--- config.mk ---
export PLATFORM = sky130hd
export DESIGN_NAME = decimal_integer_line_parser_flat
export DESIGN_NICKNAME = d
export VERILOG_FILES = /design/src/rtl/dilp_pkg.sv /design/src/rtl/dilp_if.sv /design/src/rtl/decimal_integer_line_parser.sv /design/src/rtl/dilp_step.sv /design/src/flat_wrapper.sv
export VERILOG_INCLUDE_DIRS = /design/src /design/src/rtl
export SDC_FILE = /design/constraint.sdc
export NUM_CORES = 1
export LEC_CHECK = 0
export ABC_AREA = 1
export BUFFER_PORTS_ARGS = -buffer_cell sky130_fd_sc_hd__buf_4
export CORE_ASPECT_RATIO = 1.1
export CORE_MARGIN = 5
export CORE_UTILIZATION = 60
export CTS_BUF_LIST = sky130_fd_sc_hd__clkbuf_16
export CTS_CLUSTER_SIZE = 8
export DETAILED_ROUTE_END_ITERATION = 10
export PLACE_DENSITY_LB_ADDON = 0.1
export REMOVE_ABC_BUFFERS = 1
export SLEW_MARGIN = 20
export SYNTH_ARGS = -nofsm -noshare
export SYNTH_HDL_FRONTEND = slang
export SYNTH_HIERARCHICAL = 1
export SYNTH_SLANG_ARGS = --single-unit
export TNS_END_PERCENT = 1
--- constraint.sdc ---
create_clock -name clock -period 20.2 [get_ports clock]
set_clock_uncertainty 0.2 [all_clocks]
set_input_delay 3.03 -clock clock [delete_from_list [all_inputs] [get_ports clock]]
set_output_delay 3.03 -clock clock [all_outputs]
set_load 0.02 [all_outputs]
--- src/rtl/decimal_integer_line_parser_macros.svh ---
// Assertion macros used by the top level of the decimal integer line parser.
`ifndef DECIMAL_INTEGER_LINE_PARSER_MACROS_SVH
`define DECIMAL_INTEGER_LINE_PARSER_MACROS_SVH

`ifndef ASSERT_OFF
// Checks that the consequent holds in the same cycle as the antecedent.
`define DILP_ASSERT_IMPLIES(label, clk, rst, ante, cons) \
   label: assert property (@(posedge clk) disable iff (rst) (ante) |-> (cons)) \
      else $error("assertion failed: same-cycle implication");
// Checks that the consequent holds in the cycle after the antecedent.
`define DILP_ASSERT_NEXT(label, clk, rst, ante, cons) \
   label: assert property (@(posedge clk) disable iff (rst) (ante) |=> (cons)) \
      else $error("assertion failed: next-cycle implication");
`else
`define DILP_ASSERT_IMPLIES(label, clk, rst, ante, cons)
`define DILP_ASSERT_NEXT(label, clk, rst, ante, cons)
`endif

`endif

--- src/rtl/dilp_pkg.sv ---
// Types and constants of the decimal integer line parser.
package dilp_pkg;

   // Width of the two's complement result before it is sign-extended.
   localparam int VALUE_WIDTH = 64;
   localparam int MAG_W       = VALUE_WIDTH - 1;
   localparam int OUT_W       = 64;
   localparam int MAX_W       = 63;
   localparam int WIDE_W      = MAX_W + 4;
   localparam int CSR_IDX_W   = 1;

   // Largest magnitude the result width can carry.
   localparam logic [MAX_W-1:0] VALUE_CAP =
      MAX_W'((65'd1 << (VALUE_WIDTH - 1)) - 65'd1);

   localparam logic [MAX_W-1:0] MAX_VALUE_RESET   = MAX_W'(64'd2147483647);
   localparam logic             SIGNED_MODE_RESET = 1'b1;

   localparam logic [CSR_IDX_W-1:0] CSR_MAX_VALUE   = 1'b0;
   localparam logic [CSR_IDX_W-1:0] CSR_SIGNED_MODE = 1'b1;

   localparam logic [7:0] CH_ZERO    = 8'h30;
   localparam logic [7:0] CH_NINE    = 8'h39;
   localparam logic [7:0] CH_MINUS   = 8'h2D;
   localparam logic [7:0] CH_NEWLINE = 8'h0A;

   typedef enum logic [4:0] {
      PH_START  = 5'b00001,
      PH_SIGN   = 5'b00010,
      PH_ZEROS  = 5'b00100,
      PH_DIGITS = 5'b01000,
      PH_DROP   = 5'b10000
   } phase_type;

   typedef struct packed {
      phase_type        phase;
      logic [MAG_W-1:0] magnitude;
      logic             negative;
   } dilp_state_type;

   typedef struct packed {
      logic                    emit;
      logic signed [OUT_W-1:0] value;
      logic                    status;
   } dilp_result_type;

endpackage

--- src/rtl/dilp_if.sv ---
// Valid/ready channel interfaces for the parser's character and result streams.
interface dilp_req_if import dilp_pkg::*; ();
   logic       valid;
   logic       ready;
   logic [7:0] char_code;
   logic       end_of_input;

   modport source (output valid, output char_code, output end_of_input, input ready);
   modport sink   (input valid, input char_code, input end_of_input, output ready);
endinterface

interface dilp_rsp_if import dilp_pkg::*; ();
   logic                    valid;
   logic                    ready;
   logic signed [OUT_W-1:0] value;
   logic                    status;

   modport source (output valid, output value, output status, input ready);
   modport sink   (input valid, input value, input status, output ready);
endinterface

--- src/rtl/decimal_integer_line_parser.sv ---
// Top level of the decimal integer line parser: beat registers, state and configuration.
//
// The parser takes one ASCII character per beat on the request channel and turns each
// line into a signed decimal integer, giving one response beat per finished line: the
// value with status 0, or status 1 with value 0 when the line is rejected (a stray
// character, a sign on its own, a minus while signed mode is off, or a magnitude above
// the smaller of max_value and the largest value the result width holds). After a
// rejection the rest of the line is dropped silently. A newline or an end-of-input beat
// closes a line; an empty line or a line of zeros gives 0. The block sustains one
// character per clock cycle while the response side does not stall; a beat is first
// held in the input register and the character is then resolved by a single times-ten
// add and limit compare into the parser state and the response register. Stalls on
// the response side hold the input register and, once that is full, lower
// req_bus.ready. The configuration registers are written through the csr_ port and
// should only be changed while no line is in progress.
`include "decimal_integer_line_parser_macros.svh"

module decimal_integer_line_parser import dilp_pkg::*; (
   input  logic                 clock,
   input  logic                 reset,
   dilp_req_if.sink             req_bus,
   dilp_rsp_if.source           rsp_bus,
   input  logic                 csr_we,
   input  logic [CSR_IDX_W-1:0] csr_index,
   input  logic [MAX_W-1:0]     csr_wdata
);

   // Configuration registers.
   logic [MAX_W-1:0] max_value_ff;
   logic             signed_mode_ff;

   // Input register holding one accepted character beat.
   logic       in_valid_ff, in_valid_in;
   logic [7:0] in_char_ff;
   logic       in_eoi_ff;

   // Parser state carried between characters.
   dilp_state_type state_ff, state_in;

   // Response register.
   logic                    rsp_valid_ff, rsp_valid_in;
   logic signed [OUT_W-1:0] rsp_value_ff;
   logic                    rsp_status_ff;

   dilp_result_type step_result;
   logic            advance;
   logic            req_take;

   // The character in the input register is resolved whenever the response register
   // can take whatever it produces.
   assign advance  = in_valid_ff && (!rsp_valid_ff || rsp_bus.ready);
   assign req_take = req_bus.valid && req_bus.ready;

   assign req_bus.ready  = !in_valid_ff || advance;
   assign rsp_bus.valid  = rsp_valid_ff;
   assign rsp_bus.value  = rsp_value_ff;
   assign rsp_bus.status = rsp_status_ff;

   dilp_step u_step (
      .state        (state_ff),
      .char_code    (in_char_ff),
      .end_of_input (in_eoi_ff),
      .max_value    (max_value_ff),
      .signed_mode  (signed_mode_ff),
      .state_next   (state_in),
      .result       (step_result)
   );

   always_comb begin
      in_valid_in = in_valid_ff;
      if (req_take) begin
         in_valid_in = 1'b1;
      end else if (advance) begin
         in_valid_in = 1'b0;
      end

      rsp_valid_in = rsp_valid_ff;
      if (advance) begin
         rsp_valid_in = step_result.emit;
      end else if (rsp_bus.ready) begin
         rsp_valid_in = 1'b0;
      end
   end

   always_ff @(posedge clock) begin
      if (reset) begin
         max_value_ff   <= MAX_VALUE_RESET;
         signed_mode_ff <= SIGNED_MODE_RESET;
      end else if (csr_we) begin
         case (csr_index)
            CSR_MAX_VALUE:   max_value_ff   <= csr_wdata;
            CSR_SIGNED_MODE: signed_mode_ff <= csr_wdata[0];
            default:         max_value_ff   <= max_value_ff;
         endcase
      end
   end

   always_ff @(posedge clock) begin
      if (reset) begin
         in_valid_ff  <= 1'b0;
         rsp_valid_ff <= 1'b0;
         state_ff     <= '{phase: PH_START, magnitude: '0, negative: 1'b0};
      end else begin
         in_valid_ff  <= in_valid_in;
         rsp_valid_ff <= rsp_valid_in;
         if (advance) begin
            state_ff <= state_in;
         end
      end
   end

   // Payload registers need no reset.
   always_ff @(posedge clock) begin
      if (req_take) begin
         in_char_ff <= req_bus.char_code;
         in_eoi_ff  <= req_bus.end_of_input;
      end
      if (advance && step_result.emit) begin
         rsp_value_ff  <= step_result.value;
         rsp_status_ff <= step_result.status;
      end
   end

   // A rejection always carries a zero value.
   `DILP_ASSERT_IMPLIES(a_reject_zero, clock, reset, rsp_valid_ff && rsp_status_ff, rsp_value_ff == '0)
   // Only a line with significant digits holds a non-zero magnitude.
   `DILP_ASSERT_IMPLIES(a_mag_idle, clock, reset, state_ff.phase != PH_DIGITS, state_ff.magnitude == '0)
   // A held character is never lost while the response side stalls.
   `DILP_ASSERT_NEXT(a_in_hold, clock, reset, in_valid_ff && !advance, in_valid_ff && $stable(in_char_ff))

endmodule

--- src/rtl/dilp_step.sv ---
// Next-state and result logic of the parser for one character.
module dilp_step import dilp_pkg::*; (
   input  dilp_state_type  state,
   input  logic [7:0]      char_code,
   input  logic            end_of_input,
   input  logic [MAX_W-1:0] max_value,
   input  logic            signed_mode,
   output dilp_state_type  state_next,
   output dilp_result_type result
);

   logic                          eol;
   logic                          is_digit;
   logic [3:0]                    digit;
   logic [MAX_W-1:0]              limit;
   logic [MAG_W-1:0]              mag_base;
   logic [WIDE_W-1:0]             mag_wide;
   logic [WIDE_W-1:0]             scaled;
   logic                          take_ok;
   logic                          neg_keep;
   logic [VALUE_WIDTH-1:0]        mag_ext;
   logic signed [VALUE_WIDTH-1:0] final_value;
   dilp_state_type                take_next;
   dilp_state_type                clear_state;
   dilp_result_type               take_result;
   dilp_result_type               ok_zero;
   dilp_result_type               no_result;

   assign eol      = end_of_input || (char_code == CH_NEWLINE);
   assign is_digit = (char_code >= CH_ZERO) && (char_code <= CH_NINE);
   assign digit    = 4'(char_code - CH_ZERO);
   assign limit    = (max_value < VALUE_CAP) ? max_value : VALUE_CAP;

   // Only a line that already holds digits carries a magnitude forward.
   assign mag_base = (state.phase == PH_DIGITS) ? state.magnitude : '0;
   assign mag_wide = WIDE_W'(mag_base);
   // Times ten as two shifts, in a width that cannot overflow.
   assign scaled   = (mag_wide << 3) + (mag_wide << 1) + WIDE_W'(digit);
   assign take_ok  = is_digit && (scaled <= WIDE_W'(limit));
   assign neg_keep = state.negative && ((state.phase == PH_SIGN) ||
                     (state.phase == PH_ZEROS) || (state.phase == PH_DIGITS));

   assign mag_ext     = VALUE_WIDTH'(state.magnitude);
   assign final_value = state.negative ? -mag_ext : mag_ext;

   always_comb begin
      clear_state = '{phase: PH_START, magnitude: '0, negative: 1'b0};
      no_result   = '{emit: 1'b0, value: '0, status: 1'b0};
      ok_zero     = '{emit: 1'b1, value: '0, status: 1'b0};

      take_next.phase     = take_ok ? PH_DIGITS : PH_DROP;
      take_next.magnitude = take_ok ? scaled[MAG_W-1:0] : '0;
      take_next.negative  = take_ok && neg_keep;
      take_result         = '{emit: !take_ok, value: '0, status: 1'b1};

      state_next = state;
      result     = no_result;

      case (state.phase)
         PH_SIGN: begin
            if (eol) begin
               // A sign with nothing after it is rejected; the next line starts afresh.
               state_next = clear_state;
               result     = '{emit: 1'b1, value: '0, status: 1'b1};
            end else if (char_code == CH_ZERO) begin
               state_next.phase = PH_ZEROS;
            end else begin
               state_next = take_next;
               result     = take_result;
            end
         end
         PH_ZEROS: begin
            if (eol) begin
               state_next = clear_state;
               result     = ok_zero;
            end else if (char_code != CH_ZERO) begin
               state_next = take_next;
               result     = take_result;
            end
         end
         PH_DIGITS: begin
            if (eol) begin
               state_next = clear_state;
               result     = '{emit: 1'b1, value: OUT_W'(final_value), status: 1'b0};
            end else begin
               state_next = take_next;
               result     = take_result;
            end
         end
         PH_DROP: begin
            if (eol) begin
               state_next = clear_state;
            end
         end
         default: begin
            state_next = clear_state;
            if (eol) begin
               result = ok_zero;
            end else if ((char_code == CH_MINUS) && signed_mode) begin
               state_next.phase    = PH_SIGN;
               state_next.negative = 1'b1;
            end else if (char_code == CH_ZERO) begin
               state_next.phase = PH_ZEROS;
            end else begin
               state_next = take_next;
               result     = take_result;
            end
         end
      endcase
   end

endmodule

--- src/flat_wrapper.sv ---
// flat-port wrapper written by rule: the top's interface ports become plain ports
module decimal_integer_line_parser_flat import dilp_pkg::*;
  (clock, reset, csr_we, csr_index, csr_wdata, req_bus_valid, req_bus_char_code, req_bus_end_of_input, req_bus_ready, rsp_bus_valid, rsp_bus_value, rsp_bus_status, rsp_bus_ready);
  dilp_req_if req_bus_i ();
  dilp_rsp_if rsp_bus_i ();
  input  logic clock;
  input  logic reset;
  input  logic csr_we;
  input  logic [CSR_IDX_W-1:0] csr_index;
  input  logic [MAX_W-1:0] csr_wdata;
  input wire logic [$bits(req_bus_i.valid)-1:0] req_bus_valid;
  input wire logic [$bits(req_bus_i.char_code)-1:0] req_bus_char_code;
  input wire logic [$bits(req_bus_i.end_of_input)-1:0] req_bus_end_of_input;
  output wire logic [$bits(req_bus_i.ready)-1:0] req_bus_ready;
  output wire logic [$bits(rsp_bus_i.valid)-1:0] rsp_bus_valid;
  output wire logic [$bits(rsp_bus_i.value)-1:0] rsp_bus_value;
  output wire logic [$bits(rsp_bus_i.status)-1:0] rsp_bus_status;
  input wire logic [$bits(rsp_bus_i.ready)-1:0] rsp_bus_ready;
  assign req_bus_i.valid = req_bus_valid;
  assign req_bus_i.char_code = req_bus_char_code;
  assign req_bus_i.end_of_input = req_bus_end_of_input;
  assign req_bus_ready = req_bus_i.ready;
  assign rsp_bus_valid = rsp_bus_i.valid;
  assign rsp_bus_value = rsp_bus_i.value;
  assign rsp_bus_status = rsp_bus_i.status;
  assign rsp_bus_i.ready = rsp_bus_ready;
  decimal_integer_line_parser u_core (.clock(clock), .reset(reset), .req_bus(req_bus_i), .rsp_bus(rsp_bus_i), .csr_we(csr_we), .csr_index(csr_index), .csr_wdata(csr_wdata));
endmodule
# == Yosys cells after proc, flatten, opt, wreduce, memory -nomap -nowiden ==
# Index checks and enable logic that the tools add are counted.
# Widths: inputs -> output; s select.
# totals
reg_bits,209
# op_classes
bitwise_logic,1
n_addsub,4
muxes,30
n_eq_ne,11
magnitude_cmp,4
reduce_logical,22
# ops
operator,n
$mux 66,7
$mux 69,6
$pmux 69 s4,1
$pmux 66 s4,1
$mux 63,4
$mux 64,3
$add 66x64->67,1
$add 67x4->67,1
$le 67x63->1,1
$neg 63->64,1
$lt 63x63->1 const B,1
$eq 8x6->1 const B,2
$mux 5,3
$eq 8x4->1 const B,1
$ge 8x6->1 const B,1
$le 8x6->1 const B,1
$logic_and 1x1->1,8
$ne 8x6->1 const B,1
$eq 5x2->1 const B,1
$eq 5x3->1 const B,1
$eq 5x4->1 const B,1
$eq 5x5->1 const B,1
$logic_or 1x1->1,5
$mux 1,5
other kinds (10),14

# == Longest topological paths before layout ==
# logic_depth
depth_word,12
depth_mapped,46

# == By module ==
# The synthesis kept the hierarchy.
# by_module_without_submodules
module,area_per_inst_um2,cells_each,n_inst
dilp_step,10348.7,1902,1
decimal_integer_line_parser,7746.2,820,1

# == Least setup slack after synthesis ==
# Ideal clock, no wire load.
# synth_timing
path_type,register -> register
from,register u_core/state_ff[66] (netlist name)
to,"register u_core.rsp_status_ff, in the netlist u_core/rsp_bus.status, enable pin"
required_time_ns,19.512
path_slack_ns,11.920
t_arrival_ns,7.591
path_stages_with_launch,40
path_cell_list,dfxtp_1 -> inv_1 -> nand4_1 -> clkbuf_1 -> clkbuf_1 -> nor2_1 -> ha_1 -> ha_1 -> fa_1 -> nand2_1 -> nand3_1 -> o21ai_2 -> o21ai_2 -> nand2_1 -> nand2_2 -> a21oi_1 -> o21ai_0 -> a21boi_0 -> [... 4 more ...] -> nand3_1 -> inv_1 -> nand3_1 -> nor4_1 -> nand2_1 -> nand2_1 -> nand2_1 -> nand2_1 -> nand2_1 -> nand2_1 -> nand2_1 -> nand2_1 -> nand2_1 -> nand2_1 -> nand2_1 -> nand2_1 -> inv_1 -> nor2_1
# synth_rtl
element,line,text
start: declaration,decimal_integer_line_parser.sv:38,"dilp_state_type state_ff, state_in;"
start signal: assignment,decimal_integer_line_parser.sv:102,"state_ff <= '{phase: PH_START, magnitude: '0, negative: 1'b0};"
start signal: assignment,decimal_integer_line_parser.sv:107,state_ff <= state_in;
end signal: assignment,decimal_integer_line_parser.sv:120,rsp_status_ff <= step_result.status;
end: declaration,decimal_integer_line_parser.sv:43,logic rsp_status_ff;

==> flow_summary_export.csv <==
group,metric,value,unit
cts,clockRootBuffer,"clkbuf_16",
setup_path,crit_fanout,67,
grt,grt_pass1_wl,87500,um
floorplanning,core-area,0.0296,sq mm
route,drtPass1Iterations,6,
timing,fin_crit,8.71,ns
cts,cts_buffers,30,
placement,portBuffers,144,
setup_path,crit_family,"simple AND/OR/NAND/NOR gates",
route,drt_iter0_markers,1712,
setup_path,crit_cells,37,
cells_and_area,nFillCells,2649,
setup_path,critPathLaunchType,"flop",
worst_hold_path,whs_endpoint,"u_core/max_value_ff[12]",
cells_and_area,nets,3079,
placement,dpl_cell_area,0.0192,sq mm
setup_path,worstRegToRegCells,37,
power,p_sw_frac,0.286,
cells_and_area,seqCellArea,0.00493,sq mm
power,p_switching,0.316,mW
timing,slew_headroom,0.221,
timing,max_freq,115,MHz
worst_hold_path,hold_start,"u_core/max_value_ff[12]",
floorplanning,die_h,192,um
synthesis,ys_ff_latch,209,
placement,pre_cts_ws,11.54,ns
cts,hold_buffers,0,
synthesis,synthArstFlopShare,0,
synthesis,ys_seq_area_frac,0.272,
setup_path,slowest_delay,0.66,ns
route,via_per_inst,5.69,
grt,grt_max_degree,78,
placement,gp_congestion,1.05,
cells_and_area,utilization,0.678,
timing,worst_pin_slew,1.16,ns
power,peakVddDrop,0.0728,mV
cts,cts_setup_buffers,0,
cells_and_area,final_area,0.0201,sq mm
cells_and_area,diodes,0,
grt,grt_pass1_vias,17600,
setup_path,timing.critical_path.mode_cell,"nand2_1",
synthesis,netlist_area,0.0181,sq mm
setup_path,rrSetupSlack,11.49,ns
timing,slew_violations,0,
setup_path,cp.required,20.19,ns
cts,cts_max_level,1,
cts,cts_tree,"done",
floorplanning,boundaryPins,145,
synthesis,synthCells,2722,
status,outcome,"complete, no violations",
timing,timing.final.crit_share,0.431,
setup_path,worstSetupPathType,"flop to flop",
synthesis,ys_types,55,
cts,cts_buffer_depth,3,
timing,final-setup-viol-count,0,
power,leakage,10.1,nW
power,clkPwrFrac,0.410,
cells_and_area,syn_to_final_growth,11.1,%
floorplanning,initial_core_util,0.610,
setup_path,slowest_stage,"nor2_4",
grt,antenna_found_initial,0,
timing,setup_tns,0,ns
flow_run,maxCapViolations,0,
cts,insertion_delay,0.56,ns
cells_and_area,final_cell_count_no_fill,3206,
setup_path,cp_data_arrival_time,8.70,ns
setup_path,endpoint_kind,"flop",
timing,finalHoldWorstSlack,0.267,ns
timing,setup_slack,11.49,ns
setup_path,r2r-start,"u_core/state_ff[65]",
setup_path,worst-path-buf-inv,6,
cells_and_area,multi_input_area,0.0111,sq mm
placement,placedCellCount,3152,
route,finalWirelength,54500,um
route,avgRoutedWirePerCell,17.0,um
floorplanning,die_w,176,um
floorplanning,die-area,0.0337,sq mm
power,pwr-share-seq,0.436,
route,drc_errors,0,
power,p_total,1.11,mW
route,drtAntennaViolNets,0,
power,pwr_density_cell,55.0,mW/mm^2
power,cell_internal_pwr,0.789,mW
timing,hold_viol,0,
worst_hold_path,hp-class,"flop to flop",
synthesis,ys_warn_count,6,
cts,clock-sinks,209,
grt,grt.overflow.total,0,
power,combPwrFrac,0.154,
placement,dpl.hpwl,41800,um
cells_and_area,drive_above_1_share,0.0975,
grt,grt.total_usage,0.316,
worst_hold_path,holdPathStages,2,
setup_path,worstReg2RegEnd,"u_core/rsp_bus.value[28]",
floorplanning,row_count,66,
synthesis,synth_edf_count,74,
cts,cts_resized,0,
synthesis,postSynthAreaPerCell,6.65,sq um
cts,path_clk_slew,0.05,ns
timing,rsz0062_at_grt,"no",
synthesis,synth_ff_type,"dfxtp_1",
route,vias,18200,
[state kept, by name, indices dropped and copies added (netlist names)]
| register | cells |
|---|---|
| u_core/in_eoi_ff | 1 |
| u_core/state_ff | 69 |
| u_core/max_value_ff | 63 |
| u_core/in_valid_ff | 1 |
| u_core/in_char_ff | 8 |
| u_core/rsp_bus.valid | 1 |
| u_core/rsp_bus.status | 1 |
| u_core/rsp_bus.value | 64 |
| u_core/signed_mode_ff | 1 |
[logic make-up (layout without fill, tap and decap cells)]
kind of cell	count (synthesis)	after routing	share of synthesized area
compound gates	462	462	0.138
xor+xnor	77	77	0.0373
fa+ha+maj	191	191	0.133
buf+inv	510	620	0.114
simple gates	1273	1273	0.306
flops	209	209	0.272
[power by group through the flow]
stage	Sequential [mW]	Combinational, mW	Clock [mW]
final	0.482	0.170	0.453
after CTS	0.482	0.167	0.461
after floorplan	0.492	0.106	0
after global placement	0.489	0.160	0
after global routing	0.485	0.189	0.484
after detailed placement	0.490	0.165	0
[cells in the mapped netlist, types with 3 or more instances]
cell	number	area (sq um)
buf_4	11	82.6
nor3_1	26	130
o211ai_1	5	37.5
clkbuf_2	3	15.0
nand4_1	32	200
a21o_1	9	67.6
nor2_1	404	1520
nor3_2	3	30.0
a31oi_1	8	50.1
o21ai_0	163	816
inv_1	399	1500
dfxtp_1	135	2700
xor2_1	63	552
nor2_2	8	50.1
nand3_2	31	310
o21ai_1	10	50.1
a21oi_1	219	1100
nand2_1	534	2000
a221oi_1	3	26.3
clkbuf_1	39	146
a211oi_1	6	45.0
ha_1	189	2360
o21bai_1	12	90.1
nor4_1	14	87.6
o31ai_1	6	45.0
a21boi_0	5	37.5
and3_1	4	25.0
buf_2	34	170
buf_1	3	11.3
buf_6	6	67.6
xnor2_1	14	123
o21a_1	6	45.0
inv_2	12	45.0
edfxtp_1	74	2220
nand2_2	18	113
nand3_1	188	941
[tightest hold or removal path: cells and delay by family, from the launching register on]
| family | cells | cell delay [ns] |
|---|---|---|
| flops | 1 | 0.32 |
| simple gates | 2 | 0.11 |
[layout make-up]
type	count	share of cell area
Inverter	413	0.0772
Clock buffer	31	0.0386
Timing Repair Buffer	153	0.0571
Clock inverter	23	0.00448
Tap cell	374	0.0233
Sequential cell	209	0.245
Multi-Input combinational cell	2003	0.554
[cells in the final DEF (no fill, tap or decap), types with 4 or more instances in the layout]
cell type and n:
o211ai_1 5, a21oi_1 219, nor2_1 402, a21boi_0 5, o21a_1 6, ha_1 189
a31oi_1 8, o21ai_0 163, edfxtp_1 74, inv_1 420, and3_1 4, nand2_2 17
o21bai_1 12, a21o_1 9, xnor2_1 14, o31ai_1 6, dfxtp_1 134, nand3_1 188
a211oi_1 6, clkbuf_16 31, o21ai_1 10, nor3_1 26, nand4_1 32, nor2_2 8
buf_4 153, xor2_1 63, inv_2 10, nand2_1 533, nor4_1 13, nand3_2 31
[worst max-delay path by stage]
stage | startpoint | slack [ns] | endpoint
detailed placement | u_core/state_ff[65] | 11.54 | u_core/rsp_bus.value[28]
global placement | u_core/state_ff[65] | 11.64 | u_core/rsp_bus.value[31]
finish | u_core/state_ff[65] | 11.49 | u_core/rsp_bus.value[28]
global route | u_core/state_ff[65] | 11.00 | u_core/rsp_bus.value[29]
floorplan | u_core/state_ff[65] | 10.62 | u_core/rsp_bus.status
CTS | u_core/state_ff[65] | 11.52 | u_core/rsp_bus.value[29]
[layer usage]
metal / vias up / GRT usage / wire length (um)
met5: - / 0 / 0
met1: 8352 / 0.401 / 22900
met3: 135 / 0.0467 / 4100
met2: 688 / 0.553 / 25900
li1: 9057 / - / -
met4: 0 / 0.103 / 1600
No activity file was read; power rests on OpenSTA's default activity.
